===== src/design/xmlee_pkg.sv =====
// shared constants and a helper function for the xml entity escape/unescape block
`default_nettype none
package xmlee_pkg;

  typedef logic [7:0] byte_t;

  typedef enum logic {
    MODE_ESCAPE   = 1'b0,
    MODE_UNESCAPE = 1'b1
  } mode_t;

  localparam byte_t CH_AMP  = 8'h26;
  localparam byte_t CH_SEMI = 8'h3b;
  localparam byte_t CH_LT   = 8'h3c;
  localparam byte_t CH_GT   = 8'h3e;
  localparam byte_t CH_G    = 8'h67;
  localparam byte_t CH_L    = 8'h6c;
  localparam byte_t CH_T    = 8'h74;

  localparam int unsigned HeldDepth  = 3;
  localparam int unsigned BurstDepth = 4;

  // does byte b continue a held prefix of n bytes toward "&gt;" or "&lt;"
  function automatic logic prefix_extends(input logic [1:0] n, input byte_t b);
    logic r;
    begin
      case (n)
        2'd0:    r = (b == CH_AMP);
        2'd1:    r = (b == CH_G) || (b == CH_L);
        2'd2:    r = (b == CH_T);
        default: r = 1'b0;
      endcase
      return r;
    end
  endfunction

endpackage
`default_nettype wire


===== src/design/xml_entity_escape_unescape.sv =====
// top level: xml angle-bracket entity escaper and unescaper on byte streams
`default_nettype none
// Each accepted byte is expanded in the same cycle into a burst of zero to four
// output bytes, which then leave through a registered output stage at one byte
// per cycle while the sink is ready. A plain byte gives one output byte, '<' or
// '>' in escape mode gives four, and a held partial entity released in unescape
// mode gives up to four. The next item is taken in the cycle the last byte of
// the current burst moves to the output register, so the output register may
// still wait on the sink while new input is accepted.
// m_tlast marks the final byte of the string, m_tuser the final byte caused by
// one input item. Writing the mode register drops any held prefix; write it
// only while the block is idle.
module xml_entity_escape_unescape (
  input  wire               clk,
  input  wire               rst,
  input  wire               s_tvalid,
  output logic              s_tready,
  input  wire  [7:0]        s_tdata,   // [7:0] in_byte
  input  wire               s_tlast,   // in_last
  output logic              m_tvalid,
  input  wire               m_tready,
  output logic [7:0]        m_tdata,   // [7:0] out_byte
  output logic              m_tlast,   // string_end
  output logic              m_tuser,   // [0] run_last
  input  wire               cfg_valid,
  output logic              cfg_ready,
  input  wire               cfg_data
);
  import xmlee_pkg::*;

  mode_t       mode;
  byte_t       held_bytes [HeldDepth];
  logic [1:0]  held_count;
  logic [1:0]  held_count_next;
  logic        held_wr;
  logic [1:0]  held_wr_idx;

  byte_t       burst [BurstDepth];
  logic [2:0]  burst_rem;
  logic [1:0]  burst_idx;
  logic        burst_last;

  byte_t       exp_bytes [BurstDepth];
  logic [2:0]  exp_cnt;
  byte_t       b;
  logic        in_acc;
  logic        mv;

  assign b         = s_tdata;
  assign cfg_ready = 1'b1;
  assign mv        = (burst_rem != 3'd0) && (!m_tvalid || m_tready);
  assign s_tready  = (burst_rem == 3'd0) || ((burst_rem == 3'd1) && mv);
  assign in_acc    = s_tvalid && s_tready;

  always_comb begin
    byte_t lst [BurstDepth];
    lst[0] = (held_count > 2'd0) ? held_bytes[0] : b;
    lst[1] = (held_count > 2'd1) ? held_bytes[1] : b;
    lst[2] = (held_count > 2'd2) ? held_bytes[2] : b;
    lst[3] = b;
    exp_bytes       = lst;
    exp_cnt         = 3'd0;
    held_count_next = held_count;
    held_wr         = 1'b0;
    held_wr_idx     = held_count;
    if (mode == MODE_ESCAPE) begin
      if ((b == CH_GT) || (b == CH_LT)) begin
        exp_bytes[0] = CH_AMP;
        exp_bytes[1] = (b == CH_GT) ? CH_G : CH_L;
        exp_bytes[2] = CH_T;
        exp_bytes[3] = CH_SEMI;
        exp_cnt      = 3'd4;
      end else begin
        exp_bytes[0] = b;
        exp_cnt      = 3'd1;
      end
    end else if ((held_count == 2'd3) && (b == CH_SEMI)) begin
      exp_bytes[0]    = (held_bytes[1] == CH_G) ? CH_GT : CH_LT;
      exp_cnt         = 3'd1;
      held_count_next = 2'd0;
    end else if ((held_count != 2'd3) && prefix_extends(held_count, b)) begin
      held_wr = 1'b1;
      if (s_tlast) begin
        exp_cnt         = {1'b0, held_count} + 3'd1;
        held_count_next = 2'd0;
      end else begin
        held_count_next = held_count + 2'd1;
      end
    end else if ((b == CH_AMP) && !s_tlast) begin
      // release the old prefix, start a new one with this ampersand
      exp_cnt         = {1'b0, held_count};
      held_wr         = 1'b1;
      held_wr_idx     = 2'd0;
      held_count_next = 2'd1;
    end else begin
      exp_cnt         = {1'b0, held_count} + 3'd1;
      held_count_next = 2'd0;
    end
  end

  always_ff @(posedge clk) begin
    if (rst) begin
      mode       <= MODE_ESCAPE;
      held_count <= 2'd0;
    end else if (cfg_valid && cfg_ready) begin
      mode       <= mode_t'(cfg_data);
      held_count <= 2'd0;
    end else if (in_acc) begin
      held_count <= held_count_next;
    end
  end

  always_ff @(posedge clk) begin
    if (in_acc && held_wr) begin
      held_bytes[held_wr_idx] <= b;
    end
  end

  always_ff @(posedge clk) begin
    if (rst) begin
      burst_rem <= 3'd0;
      burst_idx <= 2'd0;
    end else if (in_acc) begin
      burst_rem <= exp_cnt;
      burst_idx <= 2'd0;
    end else if (mv) begin
      burst_rem <= burst_rem - 3'd1;
      burst_idx <= burst_idx + 2'd1;
    end
  end

  always_ff @(posedge clk) begin
    if (in_acc) begin
      burst      <= exp_bytes;
      burst_last <= s_tlast;
    end
  end

  always_ff @(posedge clk) begin
    if (rst) begin
      m_tvalid <= 1'b0;
    end else if (mv) begin
      m_tvalid <= 1'b1;
    end else if (m_tready) begin
      m_tvalid <= 1'b0;
    end
  end

  always_ff @(posedge clk) begin
    if (mv) begin
      m_tdata <= burst[burst_idx];
      m_tuser <= (burst_rem == 3'd1);
      m_tlast <= (burst_rem == 3'd1) && burst_last;
    end
  end

`ifndef SYNTHESIS
  a_burst_bound: assert property (@(posedge clk) disable iff (rst)
    burst_rem <= 3'd4)
    else $error("burst count out of range");

  a_escape_no_held: assert property (@(posedge clk) disable iff (rst)
    (mode == MODE_ESCAPE) |-> (held_count == 2'd0))
    else $error("held bytes present in escape mode");

  a_end_is_run_end: assert property (@(posedge clk) disable iff (rst)
    (m_tvalid && m_tlast) |-> m_tuser)
    else $error("string end without run end");

  a_last_has_output: assert property (@(posedge clk) disable iff (rst)
    (s_tvalid && s_tready && s_tlast) |=> (burst_rem != 3'd0))
    else $error("final item produced no output");
`endif

endmodule
`default_nettype wire


===== config.mk =====
export PLATFORM = sky130hd
export DESIGN_NAME = xml_entity_escape_unescape
export DESIGN_NICKNAME = d
export VERILOG_FILES = /design/src/design/xmlee_pkg.sv /design/src/design/xml_entity_escape_unescape.sv
export SDC_FILE = /design/constraint.sdc
export NUM_CORES = 1
export LEC_CHECK = 0
export BUFFER_PORTS_ARGS = -buffer_cell sky130_fd_sc_hd__buf_4
export CORE_AREA = 2 2 80 82
export DETAILED_ROUTE_END_ITERATION = 6
export DIE_AREA = 0 0 82 84
export HOLD_SLACK_MARGIN = 0.15
export PLACE_DENSITY = 0.86
export SYNTH_ARGS = -nofsm -noshare
export SYNTH_HDL_FRONTEND = slang
export SYNTH_SLANG_ARGS = --single-unit

===== constraint.sdc =====
create_clock -name clk -period 4.9 [get_ports clk]
set_input_delay 0.735 -clock clk [delete_from_list [all_inputs] [get_ports clk]]
set_output_delay 0.735 -clock clk [all_outputs]
set_load 0.005 [all_outputs]

==> flow_summary_export.csv <==
group,metric,value,unit
outcome,status,"completed",
placed_design,place_area,3820,um2
synthesis,synth_edf_count,67,
synthesis,synth_top_family_by_area,"simple AND/OR/NAND/NOR gates",
sta,setup_viol,0,
synthesis,syn_nets,289,
clocking,cts_hold_buf,0,
drt,vias,2198,
worst_hold_path,worst_hold_startpoint,"burst_last",
floorplan,num_rows,29,
placed_design,place_congestion,0.944,
floorplan,dieArea,6890,um2
synthesis,synthSimpleGateAreaFrac,14.2,%
critical_path,reg2reg_depth,6,
clocking,root_buffer,"clkbuf_8",
critical_path,r2r_start,"held_count[0]",
clocking,cts_buffers,9,
grt,grt_usage,20.7,%
sta,setup_slack,1.59,ns
clocking,cts_tree,"done",
sta,max_freq,302,MHz
drt,final_antenna_net_count,0,
floorplan,die_x,82,um
critical_path,crit_start,"held_count[0]",
sta,worst_pin_slew,0.884,ns
critical_path,crit_path_end_kind,"flip-flop",
layout,area_delta_synth_final,11.2,%
sta,slew_viol_final,0,
synthesis,synth.avg_cell_area,13.5,um2
synthesis,synth.area.top_cells,"edfxtp_1, dfxtp_1, mux4_2",
synthesis,ys.flop_type,"edfxtp_1",
layout,drive_gt1_share,22.2,%
floorplan,io_pins,28,
layout,nets,312,
sta,grt_setup_unrepaired,"no",
placed_design,port_buffers,26,
synthesis,yosysTopAreaCell,"edfxtp_1",
layout,fillerInstances,443,
worst_hold_path,min_path_type,"reg -> reg",
clocking,post_cts_buffers,0,
layout,diodes,0,
synthesis,synth_top_cell_area_share,56.1,%
placed_design,post-place-ws,1.40,ns
synthesis,synth_compound_area_share,8.24,%
clocking,path_clk_slew,0.07,ns
clocking,htreeDepth,3,
worst_hold_path,min_path_cells,1,
synthesis,ys_async_sr_fraction,0,%
sta,hold_viol,0,
drt,drt_wl_total,6410,um
clocking,ctsResizeCount,0,
synthesis,muxShareOfSynthArea,8.38,%
sta,finalCritPeriodShare,67.5,%
sta,min_period,3.31,ns
synthesis,synth_top_cells_by_count,"edfxtp_1, nand2_1, clkbuf_1, mux2i_1",
sta,clock_skew,0.00560,ns
grt,first_global_vias,2068,
synthesis,synth_seq_area_share,61.2,%
run,drv_cap,0,
placed_design,dpl.hpwl,4590,um
drt,drc,0,
synthesis,syn_area,3580,um2
synthesis,synth_xor_area_share,0.977,%
grt,grt-ovfl-total,0,
critical_path,cp-start-kind,"flip-flop",
grt,antenna_found_initial,0,
synthesis,yosys.cell_types.count,58,
critical_path,required,4.87,ns
critical_path,worstPathArrival,3.28,ns
power_and_ir_drop,leakagePower,1.42,nW
floorplan,die_h,84,um
drt,wire_per_inst,17.3,um
drt,vias_per_cell,5.94,
layout,final_area,3990,um2
clocking,cts_sinks,76,
sta,tns,0,ns
power_and_ir_drop,p_per_area,447,nW/um2
synthesis,synth-seq-cells,76,
critical_path,path_class,"reg -> reg",
grt,grt_max_degree,39,
synthesis,yosys_warnings,0,
synthesis,yosys.cell_count.top_type,"edfxtp_1",
floorplan,start_util,58.8,%
floorplan,coreArea,6100,um2
power_and_ir_drop,worst_ir_drop_vdd,0.254,mV
clocking,cts.path.max_buffers,2,
grt,grt_pass1_wl,10500,um
clocking,clk_latency,0.34,ns
sta,slew_headroom,40.2,%
drt,drt-initial-drc-count,176,
drt,dr.pass1.iters,4,
critical_path,cp_max_fo,12,
synthesis,syn_inst,265,
synthesis,synthAdderAreaFrac,3.14,%
registers in the layout, summed over array words and instances (netlist names):
name / flops
burst: 32
burst_idx: 2
burst_last: 1
burst_rem: 3
held_bytes: 24
held_count: 2
m_tdata: 8
m_tlast: 1
m_tuser: 1
m_tvalid: 1
mode: 1
routing by layer:
layer,GRT usage [%],share of wire [%]
met1,30.6,45
met2,29.9,48
met3,4.98,5.5
met4,7.58,1.6
met5,0,0
worst max-delay path, stage by stage (launching register included):
cell,delay (ns)
dfxtp_1,0.50
ha_1,0.62
or2_2,0.28
nor4_4,0.07
or3_2,0.48
o21ai_0,0.21
nor4bb_2,0.76
logic make-up after synthesis:
family / after synthesis
compound gates: 38
xor+xnor: 4
fa+ha+maj: 9
buf+inv: 31
flops: 76
mux: 20
other cells: 1
simple gates: 86
cells in the final DEF (no fill, tap or decap), drive strengths merged, types with 4 or more instances in the layout:
cell / Yosys / routed
nor3: 8 / 8
a21oi: 6 / 6
buf: 7 / 32
nand2: 27 / 27
edfxtp: 67 / 67
clkbuf: 12 / 11
nor2: 11 / 11
inv: 11 / 11
o21ai: 6 / 6
mux4: 8 / 8
nand3: 6 / 6
a22o: 5 / 5
ha: 9 / 9
or3b: 4 / 4
dfxtp: 9 / 9
nand2b: 5 / 5
mux2i: 12 / 12
clkinv: 0 / 4
nor4: 5 / 5
or3: 4 / 4
final timing paths:
kind | to | slack [ns]
worst max-delay path | held_bytes[0][2] | 1.59
worst min-delay path | m_tlast | 0.52
worst max register to register | held_bytes[0][2] | 1.59
worst min register to register | m_tlast | 0.52
layout make-up:
| type | instances | area (um2) | share of cell area, % |
|---|---|---|---|
| clock buffer | 11 | 131 | 3.30 |
| clock inverter | 5 | 28.8 | 0.722 |
| inverter | 11 | 41.3 | 1.04 |
| multi-input combinational | 158 | 1250 | 31.5 |
| sequential | 76 | 2190 | 55.0 |
| tap | 77 | 96.3 | 2.42 |
| timing repair buffer | 32 | 240 | 6.03 |
power breakdown:
part	leakage (nW)	internal, mW	switching (mW)	total, mW
registers	0.699	0.893	0.0631	0.956
clock network	0.0784	0.181	0.215	0.396
logic	0.641	0.218	0.211	0.430
stage by stage:
stage	hold slack (ns)	total power, mW	util, %	instances
CTS	0.521	1.79	65.4	370
global placement	0.506	1.38	62.7	354
finish	0.518	1.78	65.4	370
floorplan	0.497	1.23	-	265
global route	0.541	1.88	65.4	370
detailed placement	0.503	1.40	62.7	354
No activity file was read; power rests on OpenSTA's default activity.
